### config.mk
export PLATFORM = sky130hd
export DESIGN_NAME = dmc_front
export DESIGN_NICKNAME = d
export VERILOG_FILES = /design/src/dmc_pkg.sv /design/src/dmc_front.sv
export SDC_FILE = /design/constraint.sdc
export NUM_CORES = 1
export LEC_CHECK = 0
export BUFFER_PORTS_ARGS = -buffer_cell sky130_fd_sc_hd__buf_2
export CAP_MARGIN = 0
export CORE_AREA = 2 2 44 46
export CTS_CLUSTER_SIZE = 14
export DETAILED_ROUTE_END_ITERATION = 6
export DIE_AREA = 0 0 46 48
export GPL_ROUTABILITY_DRIVEN = 0
export PLACE_DENSITY = 0.75
export SYNTH_ARGS = -nofsm -noshare
export SYNTH_HDL_FRONTEND = slang
export SYNTH_SLANG_ARGS = --single-unit
### constraint.sdc
create_clock -name i_clk -period 1.95 [get_ports i_clk]
set_input_delay 0.2925 -clock i_clk [delete_from_list [all_inputs] [get_ports i_clk]]
set_output_delay 0.2925 -clock i_clk [all_outputs]
set_load 0.1 [all_outputs]
### src/dmc_pkg.sv
// Shared sizes, types and codes for the direct-mapped cache read unit.
package dmc_pkg;

    localparam int NUM_LINES    = 4;
    localparam int LINE_BYTES   = 8;
    localparam int MEMORY_BYTES = 1024;

    localparam int DATA_W   = 8;
    localparam int CNT_W    = 32;
    localparam int WORD_W   = $clog2(LINE_BYTES);
    localparam int LINE_W   = $clog2(NUM_LINES);
    localparam int ADDR_W   = $clog2(MEMORY_BYTES);
    localparam int TAG_W    = ADDR_W - LINE_W - WORD_W;
    localparam int CACHE_AW = LINE_W + WORD_W;

    localparam int QUEUE_DEPTH = 2;
    localparam int QPTR_W      = $clog2(QUEUE_DEPTH);
    localparam int QCNT_W      = $clog2(QUEUE_DEPTH + 1);

    localparam int S_TDATA_W = ((ADDR_W + DATA_W + 7) / 8) * 8;
    localparam int M_TDATA_W = ((DATA_W + 2 * CNT_W + 7) / 8) * 8;

    localparam logic [CNT_W-1:0]  MISS_PENALTY = CNT_W'(10);
    localparam logic [WORD_W-1:0] WORD_LAST    = WORD_W'(LINE_BYTES - 1);

    typedef enum logic {
        KIND_LOAD = 1'b0,
        KIND_READ = 1'b1
    } t_kind;

    typedef struct packed {
        t_kind               kind;
        logic [TAG_W-1:0]    tag;
        logic [LINE_W-1:0]   line;
        logic [WORD_W-1:0]   word;
        logic [DATA_W-1:0]   wbyte;
    } t_item;

    typedef enum logic [1:0] {
        ST_IDLE,
        ST_FILL,
        ST_READ,
        ST_OUT
    } t_state;

endpackage

### src/dmc_front.sv
// Input stage: takes stream beats, splits the address and classifies the access.
module dmc_front
    import dmc_pkg::*;
(
    input  logic                 i_clk,
    input  logic                 i_rst_n,
    input  logic                 i_s_tvalid,
    output logic                 o_s_tready,
    input  logic [S_TDATA_W-1:0] i_s_tdata,
    input  logic                 i_s_tuser,
    output logic                 o_push,
    output t_item                o_item,
    input  logic                 i_q_ready
);

    logic  r_valid, n_valid;
    t_item r_item;
    t_item dec_item;
    logic  take;

    assign o_s_tready = !r_valid || i_q_ready;
    assign take       = i_s_tvalid && o_s_tready;

    always_comb begin
        dec_item.kind  = i_s_tuser ? KIND_READ : KIND_LOAD;
        dec_item.tag   = i_s_tdata[ADDR_W-1 -: TAG_W];
        dec_item.line  = i_s_tdata[WORD_W +: LINE_W];
        dec_item.word  = i_s_tdata[WORD_W-1:0];
        dec_item.wbyte = i_s_tdata[ADDR_W +: DATA_W];
    end

    always_comb begin
        n_valid = r_valid;
        if (take) begin
            n_valid = 1'b1;
        end else if (i_q_ready) begin
            n_valid = 1'b0;
        end
    end

    always_ff @(posedge i_clk) begin
        if (!i_rst_n) begin
            r_valid <= 1'b0;
        end else begin
            r_valid <= n_valid;
        end
    end

    always_ff @(posedge i_clk) begin
        if (take) begin
            r_item <= dec_item;
        end
    end

    assign o_push = r_valid;
    assign o_item = r_item;

endmodule

* Yosys cells after proc, flatten, opt, wreduce, memory -nomap -nowiden *
Cells that the tools add are included.

word-level totals
  register bits after elaboration = 20
  input bits = 29
  logic and storage cells = 13

operators by class
  multiplexer cells = 3
  reduce and logical (&&, ||, !) cells = 4

operator list
  cell                count
  1-bit 2-to-1 mux    3
  2-bit nonzero test  1
  1-bit logical AND   1
  1-bit zero test     1
  1-bit logical OR    1

* Longest topological paths before layout *
  word-level depth = 4
  depth in mapped cells = 2

* Worst setup path before layout *
OpenSTA, ideal clock, no wires.

  path kind = flip-flop to flip-flop
  from = register r_valid, in the netlist o_push
  to = register r_item, in the netlist o_item[0], enable pin
  arrival = 1.708 ns
  required time = 1.687 ns
  slack = -0.021 ns
  stages on the path, launching flop included = 3
  path through = dfxtp_1 > nand2b_4 > and2_4

between the ends
  longest elaborated chain between the ends = 3

ends and longest elaborated chain
  item                    line             text
  from (decl)             dmc_front.sv:16  logic r_valid, n_valid;
  from (signal assigned)  dmc_front.sv:45  r_valid <= n_valid;
  1-bit zero test         dmc_front.sv:21  assign o_s_tready = !r_valid || i_q_ready;
  1-bit logical OR        dmc_front.sv:21
  named net o_s_tready    dmc_front.sv:8   output logic o_s_tready,
  1-bit logical AND       dmc_front.sv:22  assign take = i_s_tvalid && o_s_tready;
  to (signal assigned)    dmc_front.sv:51  r_item <= dec_item;
  to (decl)               dmc_front.sv:17  t_item r_item;

The timed path passes the listed nets, and every way through them passes these cells.
A chain may end at the register's enable or synchronous reset.

* Worst setup path in the final report *
  from = register r_valid, in the netlist o_push
  to = output port o_s_tready

between the ends
  longest elaborated chain between the ends = 2

ends and longest elaborated chain
  item              line
  1-bit zero test   dmc_front.sv:21
  1-bit logical OR  dmc_front.sv:21
  to (decl)         dmc_front.sv:8

No other way between the ends.

==> results.json <==
{
  "whs_ns": 0.176,
  "synth_cell_types": 6,
  "clock_sinks": 20,
  "timing.final.ws_setup_ns": 0.535,
  "synth_fp_nets": 53,
  "hold_viol": 0,
  "vdd_drop_max_v": 0.000519,
  "die-area_sq_um": 2210,
  "postCtsSetupRepairBufs": 0,
  "placed_cell_area_sq_um": 866,
  "chipHeight_um": 48,
  "fillCellCount": 152,
  "yosys.area_share.simple_pct": 3.59,
  "worst_pin_slew_ns": 0.505,
  "maxCapViolations": 0,
  "cp_data_required_time_ns": 1.66,
  "seqCellArea_sq_um": 592,
  "antenna_found_initial": 0,
  "synth_area_sq_um": 628,
  "p_leak_nw": 0.403,
  "rsz0062_at_grt": "false",
  "synth_fa_ha_area_share_pct": 0,
  "cp-start-kind": "flop",
  "vias_per_cell": 4.31,
  "core_sq_um": 1690,
  "wl_per_cell_um": 11.6,
  "synth_xor_area_share_pct": 0,
  "tritoncts": "done",
  "synthToLayoutAreaGrowth_pct": 43.6,
  "worst_setup_path_end_kind": "output pin",
  "grt_max_degree": 20,
  "drt-initial-drc-count": 0,
  "syn_area_per_cell_sq_um": 26.2,
  "cts_hold_buffers": 0,
  "cts_buffers": 3,
  "drive_above_1_share_pct": 71.8,
  "max_freq_mhz": 706,
  "synth_top_family_by_area": "simple AND/OR/NAND/NOR gates",
  "finalMaxSlewViolations": 0,
  "fin_setup_tns_ns": 0,
  "worstHoldStart": "i_s_tdata[1]",
  "final_cell_mix": "buf_2 (43), edfxtp_1 (19), clkbuf_4 (3)",
  "start_util_pct": 37.2,
  "hold_class": "in2reg",
  "cts-htree-levels": 1,
  "io_buffer_count": 43,
  "track_usage_pct": 9.98,
  "finalCritPeriodShare_pct": 72.6,
  "diodes": 0,
  "post-route-drc-count": 0,
  "ys_seq_area_share_pct": 94.0,
  "dp_slack_ns": 0.751,
  "ys_seq_elements": 20,
  "critPathKind": "reg2out",
  "clock_latency_ns": 0.28,
  "synth-compound-area-share_pct": 1.79,
  "rows": 15,
  "grt.overflow.total": 0,
  "final_common_cell": "buf_2",
  "fin_area_sq_um": 902,
  "r2r-start": "o_push$_SDFFE_PN0P_",
  "whs_path_depth": 1,
  "final.setup_skew_ns": 0.00120,
  "num_io_pins": 50,
  "period_needed_ns": 1.42,
  "multiInputGateArea_sq_um": 33.8,
  "grt_pass1_wl_mm": 1.42,
  "wl_mm": 1.02,
  "arrival_ns": 1.12,
  "grt_pass1_vias": 333,
  "r2r-end": "o_item[16]$_DFFE_PP_",
  "synth.area.mux_share_pct": 0,
  "cp_max_fo": 3,
  "crit_slowest_cell": "buf_2",
  "outcome": "completed",
  "cts.path.max_buffers": 2,
  "postRouteAntennaNets": 0,
  "fin_nets": 101,
  "syn_inst": 24,
  "cts_resized": 0,
  "worstPathCellList": "nand2b_4 > buf_2",
  "clockRootBuffer": "clkbuf_4",
  "clk_pin_slew_ns": 0.10,
  "max_stage_delay_ns": 0.42,
  "setup_viol": 0,
  "vias": 379,
  "slew_headroom_pct": 66.5,
  "powerDensity_nw_per_um2": 1080,
  "regToRegSetupSlack_ns": 0.93,
  "firstDrtPassIters": 1,
  "r2r_cells": 2,
  "yosys_warnings": 0,
  "dieWidth_um": 46,
  "hold_end": "o_item[9]$_DFFE_PP_"
}
Yosys cell counts (all sizes together):
master | number | area, sq um
nand2b | 1 | 13.8
inv | 1 | 3.75
and2 | 1 | 8.76
dfxtp | 1 | 20.0
edfxtp | 19 | 571
a21boi | 1 | 11.3
worst max-delay path, delay by kind of cell, from the launching register on:
kind          cells  cell delay, ns
simple gates      1            0.07
buf+inv           1            0.42
flops             1            0.35
sequential cells by signal, indices dropped and copies added, names as in the netlist:
signal  cells
o_item     19
o_push      1
layer usage:
metal  global-route usage (%)  share of wire, %  vias to the layer above
li1                         -                 -                      187
met1                     10.9                39                      166
met5                        0                 0                        -
met2                     15.0                47                       26
met3                     5.28                14                        0
met4                     6.86                 0                        0
how the worst max path moves through the flow:
stage	start	to	slack [ns]	depth (start not counted)
after floorplan	o_push$_SDFFE_PN0P_	o_item[0]$_DFFE_PP_	0.38	2
after global placement	i_q_ready	o_s_tready	0.75	3
after detailed placement	i_q_ready	o_s_tready	0.75	3
after CTS	o_push$_SDFFE_PN0P_	o_s_tready	0.52	2
after global routing	o_push$_SDFFE_PN0P_	o_s_tready	0.49	2
final	o_push$_SDFFE_PN0P_	o_s_tready	0.53	2
area by class of cell:
cell class	count	area share, %
flip-flops and latches	20	65.6
repair buffers	43	23.9
clock buffers	4	4.02
multi-input cells	3	3.74
well taps	17	2.36
inverters	1	0.416
kinds of logic (layout without fill, tap and decap cells):
logic type | after synthesis | after routing
DFF | 20 | 20
and+or+nand+nor | 2 | 2
AOI/OAI and AO/OA | 1 | 1
buffers and inverters | 1 | 48
through the flow:
| step | power, mW | cells | utilization (%) |
|---|---|---|---|
| 6_report | 0.972 | 88 | 53.4 |
| 5_1_grt | 1.01 | 88 | 53.4 |
| 3_5_place_dp | 0.759 | 84 | 51.3 |
| 4_1_cts | 0.984 | 88 | 53.4 |
| 2_1_floorplan | 0.713 | 24 | - |
| 3_3_place_gp | 0.757 | 84 | 51.3 |
power by group:
group | switching, mW | internal, mW | leakage (nW)
sequential | 0.00559 | 0.499 | 0.192
clock | 0.112 | 0.113 | 0.0210
combinational | 0.206 | 0.0357 | 0.189
No activity file was read; power rests on OpenSTA's default activity.
