--- src/dmc_pkg.sv ---
// Shared sizes, types and codes for the direct-mapped cache read unit.
package dmc_pkg;

    localparam int NUM_LINES    = 4;
    localparam int LINE_BYTES   = 8;
    localparam int MEMORY_BYTES = 1024;

    localparam int DATA_W   = 8;
    localparam int CNT_W    = 32;
    localparam int WORD_W   = $clog2(LINE_BYTES);
    localparam int LINE_W   = $clog2(NUM_LINES);
    localparam int ADDR_W   = $clog2(MEMORY_BYTES);
    localparam int TAG_W    = ADDR_W - LINE_W - WORD_W;
    localparam int CACHE_AW = LINE_W + WORD_W;

    localparam int QUEUE_DEPTH = 2;
    localparam int QPTR_W      = $clog2(QUEUE_DEPTH);
    localparam int QCNT_W      = $clog2(QUEUE_DEPTH + 1);

    localparam int S_TDATA_W = ((ADDR_W + DATA_W + 7) / 8) * 8;
    localparam int M_TDATA_W = ((DATA_W + 2 * CNT_W + 7) / 8) * 8;

    localparam logic [CNT_W-1:0]  MISS_PENALTY = CNT_W'(10);
    localparam logic [WORD_W-1:0] WORD_LAST    = WORD_W'(LINE_BYTES - 1);

    typedef enum logic {
        KIND_LOAD = 1'b0,
        KIND_READ = 1'b1
    } t_kind;

    typedef struct packed {
        t_kind               kind;
        logic [TAG_W-1:0]    tag;
        logic [LINE_W-1:0]   line;
        logic [WORD_W-1:0]   word;
        logic [DATA_W-1:0]   wbyte;
    } t_item;

    typedef enum logic [1:0] {
        ST_IDLE,
        ST_FILL,
        ST_READ,
        ST_OUT
    } t_state;

endpackage

--- src/dmc_queue.sv ---
// Short FIFO of decoded items between the front and the back of the cache unit.
module dmc_queue
    import dmc_pkg::*;
(
    input  logic  i_clk,
    input  logic  i_rst_n,
    input  logic  i_push,
    input  t_item i_item,
    output logic  o_ready,
    input  logic  i_pop,
    output logic  o_valid,
    output t_item o_item
);

    t_item             r_mem [QUEUE_DEPTH];
    logic [QPTR_W-1:0] r_wr_ptr, n_wr_ptr;
    logic [QPTR_W-1:0] r_rd_ptr, n_rd_ptr;
    logic [QCNT_W-1:0] r_count, n_count;
    logic              push_ok;
    logic              pop_ok;

    assign o_ready = (r_count != QCNT_W'(QUEUE_DEPTH));
    assign o_valid = (r_count != '0);
    assign o_item  = r_mem[r_rd_ptr];
    assign push_ok = i_push && o_ready;
    assign pop_ok  = i_pop && o_valid;

    always_comb begin
        n_wr_ptr = r_wr_ptr;
        n_rd_ptr = r_rd_ptr;
        n_count  = r_count;
        if (push_ok) begin
            n_wr_ptr = (r_wr_ptr == QPTR_W'(QUEUE_DEPTH - 1)) ? '0 : r_wr_ptr + 1'b1;
        end
        if (pop_ok) begin
            n_rd_ptr = (r_rd_ptr == QPTR_W'(QUEUE_DEPTH - 1)) ? '0 : r_rd_ptr + 1'b1;
        end
        if (push_ok && !pop_ok) begin
            n_count = r_count + 1'b1;
        end else if (pop_ok && !push_ok) begin
            n_count = r_count - 1'b1;
        end
    end

    always_ff @(posedge i_clk) begin
        if (!i_rst_n) begin
            r_wr_ptr <= '0;
            r_rd_ptr <= '0;
            r_count  <= '0;
        end else begin
            r_wr_ptr <= n_wr_ptr;
            r_rd_ptr <= n_rd_ptr;
            r_count  <= n_count;
        end
    end

    always_ff @(posedge i_clk) begin
        if (push_ok) begin
            r_mem[r_wr_ptr] <= i_item;
        end
    end

endmodule

--- config.mk ---
export PLATFORM = sky130hd
export DESIGN_NAME = dmc_queue
export DESIGN_NICKNAME = d
export VERILOG_FILES = /design/src/dmc_pkg.sv /design/src/dmc_queue.sv
export SDC_FILE = /design/constraint.sdc
export NUM_CORES = 1
export LEC_CHECK = 0
export ABC_AREA = 1
export CAP_MARGIN = 20
export CORE_AREA = 3 3 57 59
export CTS_CLUSTER_SIZE = 16
export DETAILED_ROUTE_END_ITERATION = 16
export DIE_AREA = 0 0 60 62
export DONT_BUFFER_PORTS = 1
export GPL_TIMING_DRIVEN = 0
export HOLD_SLACK_MARGIN = 0.03
export PLACE_DENSITY_LB_ADDON = 0.05
export SLEW_MARGIN = 20
export SYNTH_ARGS = -nofsm -noshare
export SYNTH_HDL_FRONTEND = slang
export SYNTH_SLANG_ARGS = --single-unit
--- constraint.sdc ---
create_clock -name i_clk -period 2 [get_ports i_clk]
set_input_delay 0.1 -clock i_clk [delete_from_list [all_inputs] [get_ports i_clk]]
set_output_delay 0.1 -clock i_clk [all_outputs]
set_load 0.03 [all_outputs]
After elaboration in Yosys (flattened, before gate mapping)
Memories as Yosys holds them, arrays and structs flattened. A register that Yosys moved wholly into a read port is not among the register bits.
Index checks and enable logic that the tools add are counted.

storage, ports and cells
  flip-flop bits (word level) = 4
  RAM bits = 38
  input bits = 23
  output and inout port bits = 21
  logic and storage cells = 25
  memories kept = 1

memories
  name   depth  bits a word  rd ports  clocked after memory_dff  write ports  RTL line         source
  r_mem  2      19           1         1                         1            dmc_queue.sv:15  t_item r_mem [QUEUE_DEPTH];

cells by class
  $add $sub $neg = 4
  eq/ne operators = 1
  muxes and demuxes = 8
  reduce and logical (&&, ||, !) cells = 8

operator list
  operator               count
  $mux W1                6
  $logic_and A1 B1 Y1    4
  $mux W2                2
  $reduce_bool A2 Y1     2
  $add A1 B1 Y1 const B  2
  $add A2 B1 Y2 const B  1
  $logic_not A1 Y1       2
  $ne A2 B2 Y1 const B   1
  $sub A2 B1 Y2 const B  1

Depth between registers and ports, before layout
Gate-level depths: netlist of run 1.

  depth in word-level cells = 6
  gate-level depth with buffers = 11
  gate-level depth less buffers = 11

Worst setup path before layout of run 1
Ideal clock, no wire load.

  path type = register -> register
  start = reg r_count[0]
  end = mem r_mem[1][0] (netlist bit), enable pin
  library setup time = 0.395 ns
  arrival time = 1.632 ns
  required time = 1.605 ns
  path slack = -0.027 ns
  cell stages (with the launch flop) = 5
  buffers on the path = 0
  clock period less this slack = 2.027 ns
  cells stage by stage = dfxtp_1 -> inv_1 -> nand2_1 -> nand2_1 -> nor2_1

between the ends
  cells in the longest elaborated chain, start to end = 4

RTL lines
  element                        RTL line         source
  start: declaration             dmc_queue.sv:18  logic [QCNT_W-1:0] r_count, n_count;
  start signal: assignment       dmc_queue.sv:53  r_count <= n_count;
  $ne A2 B2 Y1                   dmc_queue.sv:22  assign o_ready = (r_count != QCNT_W'(QUEUE_DEPTH));
  named net o_ready              dmc_queue.sv:9   output logic o_ready,
  $logic_and A1 B1 Y1            dmc_queue.sv:25  assign push_ok = i_push && o_ready;
  $mux W1                        dmc_queue.sv:58  if (push_ok) begin
  $mux W1 (not written as such)  dmc_queue.sv:59  r_mem[r_wr_ptr] <= i_item;
  end: declaration               dmc_queue.sv:15

The timed path passes the listed nets, and every way through them passes these cells.

Worst setup path after layout of run 1
  start = reg r_count[0]
  end = mem r_mem[1][10] (netlist bit), enable pin

The elaborated chain is that of the path after synthesis.

==> results of run 1 <==
[placed cells by master, fill, tap and decap left out]
| cell | n |
|---|---|
| sky130_fd_sc_hd__a21oi_1 | 1 |
| sky130_fd_sc_hd__buf_12 | 1 |
| sky130_fd_sc_hd__buf_6 | 3 |
| sky130_fd_sc_hd__bufinv_16 | 1 |
| sky130_fd_sc_hd__clkbuf_4 | 5 |
| sky130_fd_sc_hd__clkinv_1 | 1 |
| sky130_fd_sc_hd__clkinv_2 | 1 |
| sky130_fd_sc_hd__dfxtp_1 | 5 |
| sky130_fd_sc_hd__dlygate4sd3_1 | 20 |
| sky130_fd_sc_hd__edfxtp_1 | 38 |
| sky130_fd_sc_hd__ha_1 | 1 |
| sky130_fd_sc_hd__inv_1 | 8 |
| sky130_fd_sc_hd__mux2_2 | 9 |
| sky130_fd_sc_hd__mux2_4 | 10 |
| sky130_fd_sc_hd__nand2_1 | 9 |
| sky130_fd_sc_hd__nand3_1 | 1 |
| sky130_fd_sc_hd__nand4_1 | 1 |
| sky130_fd_sc_hd__nor2_1 | 6 |
| sky130_fd_sc_hd__nor2_2 | 2 |
| sky130_fd_sc_hd__o21a_1 | 1 |
| sky130_fd_sc_hd__o21ai_0 | 2 |
[metrics by stage]
stage / instance area (um^2) / setup WS, ns / total power, W / util
after floorplan: 1660 / -0.0270 / 0.00189 / -
after global placement: 1700 / -0.463 / 0.00196 / 0.618
after detailed placement: 1730 / 0.122 / 0.00200 / 0.627
after CTS: 2010 / 0.103 / 0.00255 / 0.728
after global routing: 2010 / -0.0423 / 0.00264 / 0.728
final: 2010 / 0.138 / 0.00252 / 0.728
[final cells by class]
class                           instances  area [um^2]  share of cell area
Sequential cell                        43         1240               0.618
Buffer                                  2         31.3              0.0156
Multi-Input combinational cell         43          367               0.183
Clock inverter                          3         38.8              0.0193
Tap cell                               31         38.8              0.0193
Inverter                                8         30.0              0.0150
Clock buffer                            5         37.5              0.0187
Timing Repair Buffer                   22          223               0.111
[cell families (layout without fill, tap and decap cells)]
family                     count (synthesis)  in the layout  synth area share
DFF                                       43             43             0.746
buffers and inverters                     10             40            0.0368
AOI/OAI and AO/OA                          4              4            0.0135
adders and majority gates                  1              1           0.00752
and+or+nand+nor                           19             19            0.0451
muxes                                     19             19             0.151
[power by group]
| part | total [W] | internal, W | switching [W] |
|---|---|---|---|
| Combinational | 0.000821 | 0.000288 | 0.000534 |
| Clock | 0.000512 | 0.000257 | 0.000255 |
| Sequential | 0.00118 | 0.00114 | 0.0000448 |
| Total | 0.00252 | 0.00168 | 0.000834 |
[critical path, cell delays in order, from the launching register on]
cell	delay, ns
sky130_fd_sc_hd__dfxtp_1	0.37
sky130_fd_sc_hd__inv_1	0.09
sky130_fd_sc_hd__nand2_1	0.25
sky130_fd_sc_hd__nand2_1	0.19
sky130_fd_sc_hd__nor2_2	0.45
sky130_fd_sc_hd__buf_6	0.23
[per-layer routing]
layer | part of all wire | up-vias
li1 | - | 407
met5 | 0 | -
met3 | 0.069 | 5
met1 | 0.39 | 375
met4 | 0.016 | 0
met2 | 0.52 | 29
[state kept, by name, indices dropped and copies added, names as in the netlist, named ones only]
signal,cells
r_rd_ptr,1
r_mem,38
r_count,2
r_wr_ptr,1
[worst paths after layout]
kind	startpoint	endpoint	slack, ns	cells after the start
setup reg to reg	r_count[0]	r_mem[1][10]	0.14	5
hold / removal	i_push	r_wr_ptr	0.09	3
setup / recovery	r_count[0]	r_mem[1][10]	0.14	5
hold reg to reg	r_rd_ptr	r_rd_ptr	0.52	2
[what timing repair did]
action / 4_1_cts / 5_1_grt
endpoints found under the setup margin: 0 / 18
hold buffers: 20 / 0
endpoints found under the hold margin: 43 / 0
==> results_tabular.tex, run 1 <==
\begin{tabular}{lr}
\hline
Metric & Value \\
\hline
\multicolumn{2}{l}{\textbf{Clock network}} \\
CTS max path bufs & 2 \\
Clock Latency Late Sink & 0.34 ns \\
Root buffer cell & sky130\_fd\_sc\_hd\_\_clkbuf\_4 \\
Post-cts gate resize count & 0 \\
Clock slew at reported path FFs & 0.11 ns \\
Number of clock sinks & 43 \\
Total clock buffers created by CTS & 5 \\
Max H-tree Level & 2 \\
Buffers inserted by post-CTS timing repair & 0 \\
Clock tree from TritonCTS & done \\
\multicolumn{2}{l}{\textbf{Setup path}} \\
Start-to-end type of the worst setup path & flop to flop \\
Kind of start point of the critical path & flop \\
Data required time at the worst endpoint & 2.06 ns \\
Data arrival time of the critical path & 1.92 ns \\
Largest fanout of any net on the critical path & 10 \\
CP Capture Type & flop \\
\multicolumn{2}{l}{\textbf{Yosys}} \\
Top cells by count, synth & sky130\_fd\_sc\_hd\_\_edfxtp\_1, sky130\_fd\_sc\_hd\_\_mux2\_4, sky130\_fd\_sc\_hd\_\_mux2\_2, sky130\_fd\_sc\_hd\_\_nand2\_1 \\
Leading area contributor after synthesis & sky130\_fd\_sc\_hd\_\_edfxtp\_1 \\
Sequential-to-total area share from yosys stat & 0.746 \\
Share of async-settable or async-resettable flops after synthesis & 0 \\
Synthesized instance count & 96 \\
Most numerous cell in the Yosys netlist & sky130\_fd\_sc\_hd\_\_edfxtp\_1 \\
Most instantiated flip-flop cell in the synthesis netlist & sky130\_fd\_sc\_hd\_\_edfxtp\_1 \\
Number of nets in the synthesized netlist & 120 \\
Post-synth EDFFs & 38 \\
Post-Syn Area per Cell & 17.3 um\^{}2 \\
Count of warnings emitted by yosys & 0 \\
Unique masters post-synth & 15 \\
Summed instance area of the synthesized netlist & 0.00166 mm\^{}2 \\
Leading post-synthesis cells by cell area & sky130\_fd\_sc\_hd\_\_edfxtp\_1, sky130\_fd\_sc\_hd\_\_mux2\_4, sky130\_fd\_sc\_hd\_\_mux2\_2 \\
Total of flip-flops plus latches after synthesis & 43 \\
Yosys top cell area share & 0.686 \\
\multicolumn{2}{l}{\textbf{Die}} \\
DIE WIDTH & 60 um \\
Initial standard-cell utilization of the core & 0.603 \\
Num rows & 19 \\
Number of ports placed on the die boundary & 44 \\
Die footprint & 0.00372 mm\^{}2 \\
Area of the core & 0.00276 mm\^{}2 \\
Die Span Y & 62 um \\
\multicolumn{2}{l}{\textbf{Power}} \\
Power density relative to cell area & 1250 mW/mm\^{}2 \\
Leakage power total & 0.742 nW \\
Peak supply drop & 1.30 mV \\
\multicolumn{2}{l}{\textbf{Final layout}} \\
Number of fillers in the final layout & 183 \\
Diodes inserted & 0 \\
Total number of nets in the final design & 149 \\
Post-layout instance count excluding filler cells & 157 \\
Share of cells above drive strength 1 & 0.254 \\
Layout overhead on the synthesized area & 20.6\% \\
\multicolumn{2}{l}{\textbf{STA}} \\
Final setup viols & 0 \\
Final count of hold timing violations & 0 \\
Final Slew Violations & 0 \\
Post-route clock period utilization & 0.931 \\
Worst relative slew slack & 0.655 \\
Final Skew & 0.00257 ns \\
Sum Neg Setup Slack & 0 ns \\
Maximum operating frequency & 537 MHz \\
Clock period minus worst slack & 1.86 ns \\
Worst hold slack & 0.0902 ns \\
Unrepaired setup endpoints after global routing & true \\
Transition time at the pin with the least slew margin & 0.517 ns \\
\multicolumn{2}{l}{\textbf{Routing}} \\
Routed Antenna Nets & 0 \\
Avg WL per Cell & 15.8 um \\
Routed wire length & 2470 um \\
DR DRC count & 0 \\
Iteration-0 DRC Markers & 10 \\
Number of iterations in the first detailed-routing pass & 3 \\
Total via count after detailed routing & 816 \\
Drt via density & 5.20 \\
\multicolumn{2}{l}{\textbf{GRT}} \\
First-pass GRT wire length & 3770 um \\
Initial antenna violation count & 0 \\
Number of global-route vias before repair & 818 \\
GR Util met3 & 0.0620 \\
Most congested layer reported by global routing & met2 \\
Met1 global-route usage & 0.161 \\
Met2 capacity usage during global routing & 0.259 \\
Pin count of the biggest net entering global routing & 14 \\
GR Overflow Total & 0 \\
All-Layer GR Usage & 0.148 \\
\multicolumn{2}{l}{\textbf{Place}} \\
Last weighted congestion value of the routability-driven placer & 0.624 \\
\# port buffers & 0 \\
Placed instance count & 129 \\
Detailed-placement wirelength estimate & 1680 um \\
\multicolumn{2}{l}{\textbf{Flow run}} \\
Max-Cap Viols & 0 \\
\multicolumn{2}{l}{\textbf{Status}} \\
Status & completed \\
\multicolumn{2}{l}{\textbf{Min path}} \\
Worst Hold Class & input pin to flop \\
\hline
\end{tabular}
No activity file was read; power rests on OpenSTA's default activity.
==> inputs of run 2 (changes only) <==
CTS_BUF_LIST = sky130_fd_sc_hd__clkbuf_16   (was unset)
CTS_CLUSTER_DIAMETER = 60   (was unset)
SKIP_CTS_REPAIR_TIMING = 1   (was unset)
==> run 2 against run 1 <==
Net effect:
- power rose by 15%
- clock skew up 0.0016 ns
- sequential share of layout area fell by 2.6 points
- critical endpoint unchanged
==> results_tabular.tex, run 2 (synthesis results as in run 1) <==
\begin{tabular}{lr}
\hline
Metric & Value \\
\hline
\multicolumn{2}{l}{\textbf{GRT}} \\
Met1 global-route usage & 0.131 (-0.0299) \\
Met2 capacity usage during global routing & 0.247 (-0.0123) \\
GR Util met3 & 0.0868 (+0.0248) \\
Initial antenna violation count & 0 (unchanged) \\
Number of global-route vias before repair & 729 (-11\%) \\
Most congested layer reported by global routing & met2 \\
First-pass GRT wire length & 3480 um (-7.7\%) \\
GR Overflow Total & 0 (unchanged) \\
Pin count of the biggest net entering global routing & 14 (unchanged) \\
All-Layer GR Usage & 0.144 (-0.00388) \\
\multicolumn{2}{l}{\textbf{Flow run}} \\
Max-Cap Viols & 0 (unchanged) \\
\multicolumn{2}{l}{\textbf{Final layout}} \\
Diodes inserted & 0 (unchanged) \\
Register with the highest flop count & r\_mem \\
Most frequent standard cell in the layout excluding fill and tap cells & sky130\_fd\_sc\_hd\_\_edfxtp\_1 \\
Total number of nets in the final design & 149 (unchanged) \\
Share of cells above drive strength 1 & 0.254 (unchanged) \\
Max FFs per register & 38 (unchanged) \\
Highest-count cells in the layout ignoring fill and taps & sky130\_fd\_sc\_hd\_\_edfxtp\_1, sky130\_fd\_sc\_hd\_\_dlygate4sd3\_1, sky130\_fd\_sc\_hd\_\_mux2\_4, sky130\_fd\_sc\_hd\_\_nand2\_1, sky130\_fd\_sc\_hd\_\_mux2\_2 \\
Post-layout instance count excluding filler cells & 157 (unchanged) \\
Biggest registers after layout & r\_mem: 38 flops, r\_count: 2 flops \\
Layout overhead on the synthesized area & 25.9\% \\
\multicolumn{2}{l}{\textbf{Min path}} \\
Cells on Worst Hold Path & 3 (unchanged) \\
Worst min-delay path startpoint & i\_pop \\
Worst Hold Class & input pin to flop \\
Sink of the worst hold path & r\_rd\_ptr \\
\multicolumn{2}{l}{\textbf{Routing}} \\
Iteration-0 DRC Markers & 16 (+6) \\
Routed wire length & 2620 um (+5.7\%) \\
Drt via density & 5.35 (+2.9\%) \\
DR DRC count & 0 (unchanged) \\
Routed Antenna Nets & 0 (unchanged) \\
Total via count after detailed routing & 840 (+2.9\%) \\
Avg WL per Cell & 16.7 um (+5.7\%) \\
Number of iterations in the first detailed-routing pass & 4 (+1) \\
\multicolumn{2}{l}{\textbf{Clock network}} \\
Clock tree from TritonCTS & done \\
Number of clock sinks & 43 (unchanged) \\
Max H-tree Level & 2 (unchanged) \\
Clock Latency Late Sink & 0.28 ns (-0.06 ns) \\
Clock slew at reported path FFs & 0.06 ns (-0.05 ns) \\
Root buffer cell & sky130\_fd\_sc\_hd\_\_clkbuf\_16 \\
Total clock buffers created by CTS & 5 (unchanged) \\
CTS max path bufs & 2 (unchanged) \\
\multicolumn{2}{l}{\textbf{Setup path}} \\
Slowest-stage cell, CP & sky130\_fd\_sc\_hd\_\_nor2\_2 \\
Data arrival time of the critical path & 1.85 ns (-0.07 ns) \\
Reg2Reg Setup Slack & 0.14 ns (about the same) \\
Reg2Reg Capture Point & r\_mem[1][10] \\
Data required time at the worst endpoint & 1.99 ns (-0.07 ns) \\
Most common cell type on the critical path & sky130\_fd\_sc\_hd\_\_nand2\_1 \\
Worst path cell trace & inv\_1 > nand2\_1 > nand2\_1 > nor2\_2 > buf\_6 \\
Cell count of the worst reg-to-reg path & 5 (unchanged) \\
Peak per-stage delay on the critical path & 0.45 ns (about the same) \\
Start-to-end type of the worst setup path & flop to flop \\
Reg-to-reg critical path startpoint & r\_count[0] \\
Kind of start point of the critical path & flop \\
Largest fanout of any net on the critical path & 10 (unchanged) \\
CP Capture Type & flop \\
\multicolumn{2}{l}{\textbf{STA}} \\
Final critical-path setup slack & 0.138 ns (-0.000169 ns) \\
Final count of hold timing violations & 0 (unchanged) \\
Post-route clock period utilization & 0.931 (about the same) \\
Clock period minus worst slack & 1.86 ns (+0.000169 ns) \\
Final setup viols & 0 (unchanged) \\
Maximum operating frequency & 537 MHz (about the same) \\
Worst relative slew slack & 0.653 (-0.00191) \\
Final Slew Violations & 0 (unchanged) \\
Transition time at the pin with the least slew margin & 0.520 ns (+0.00286 ns) \\
Final Skew & 0.00413 ns (+0.00157 ns) \\
Unrepaired setup endpoints after global routing & true \\
\multicolumn{2}{l}{\textbf{Power}} \\
Switch share & 0.305 (-0.0269) \\
Peak supply drop & 1.35 mV (+3.8\%) \\
Leakage power total & 0.780 nW (+5.2\%) \\
Share of power burned in the clock network & 0.305 (+0.101) \\
Switching power of the nets & 0.000880 W (+5.5\%) \\
Int Pwr & 0.00201 W (+19\%) \\
Power density relative to cell area & 1380 mW/mm\^{}2 (+10\%) \\
Power consumption & 0.00289 W (+15\%) \\
Part of the power in combinational logic & 0.284 (-0.043) \\
Share of total power in sequential cells & 0.411 (-0.059) \\
\multicolumn{2}{l}{\textbf{Place}} \\
Worst slack at placement & 0.122 ns (unchanged) \\
Placed instance count & 129 (unchanged) \\
Detailed-placement wirelength estimate & 1680 um (unchanged) \\
\# port buffers & 0 (unchanged) \\
Last weighted congestion value of the routability-driven placer & 0.624 (unchanged) \\
\multicolumn{2}{l}{\textbf{Die}} \\
DIE WIDTH & 60 um (unchanged) \\
Number of ports placed on the die boundary & 44 (unchanged) \\
Area of the core & 0.00276 mm\^{}2 (unchanged) \\
Initial standard-cell utilization of the core & 0.603 (unchanged) \\
Die Span Y & 62 um (unchanged) \\
Die footprint & 0.00372 mm\^{}2 (unchanged) \\
Num rows & 19 (unchanged) \\
\multicolumn{2}{l}{\textbf{Status}} \\
Status & completed \\
\hline
\end{tabular}
run 2: how the worst max path moves through the flow:
| stage | from | end | slack, ns | cells after the start |
|---|---|---|---|---|
| after floorplan | r_count[0] | r_mem[1][0] | -0.03 | 4 |
| after global placement | r_count[0] | r_mem[1][13] | -0.46 | 4 |
| after detailed placement | r_count[0] | r_mem[0][18] | 0.12 | 5 |
| after CTS | r_count[0] | r_mem[0][0] | 0.11 | 5 |
| after global routing | r_count[0] | r_mem[1][12] | -0.03 | 5 |
| final | r_count[0] | r_mem[1][10] | 0.14 | 5 |
run 2: power by group through the flow:
stage	clock network (W)	registers (W)	logic (W)
floorplan	0	0.00119	0.000697
global placement	0	0.00120	0.000762
detailed placement	0	0.00120	0.000795
CTS	0.000901	0.00119	0.000796
global route	0.000932	0.00120	0.000883
finish	0.000880	0.00119	0.000822
run 2: through the flow:
stage / utilization / hold slack [ns] / instance area [um^2] / TNS (ns)
6_report: 0.760 / 0.157 / 2090 / 0
5_1_grt: 0.760 / 0.176 / 2090 / -0.334
4_1_cts: 0.687 / -0.0945 / 1890 / 0
3_5_place_dp: 0.627 / 0.199 / 1730 / 0
3_3_place_gp: 0.618 / 0.199 / 1700 / -17.51
2_1_floorplan: - / 0.199 / 1660 / -1.02
run 2: worst max-delay path, delay by kind of cell (launching register included):
family                 cells  cell delay [ns]
DFF                        1             0.34
buffers and inverters      2             0.32
and+or+nand+nor            3             0.89
run 2: layout make-up:
| cell class | count | area, um^2 |
|---|---|---|
| buffer | 2 | 31.3 |
| fill | 176 | 663 |
| timing repair buffer | 22 | 223 |
| clock inverter | 3 | 38.8 |
| tap | 31 | 38.8 |
| clock buffer | 5 | 125 |
| multi-input combinational | 43 | 367 |
| sequential | 43 | 1240 |
| inverter | 8 | 30.0 |
run 2: layer usage:
layer  up-vias  share of wire  wire [um]
met5         -              0          0
met4         0          0.018         48
met3         5          0.073        190
met2        32           0.54       1420
met1       398           0.37        960
li1        405              -          -
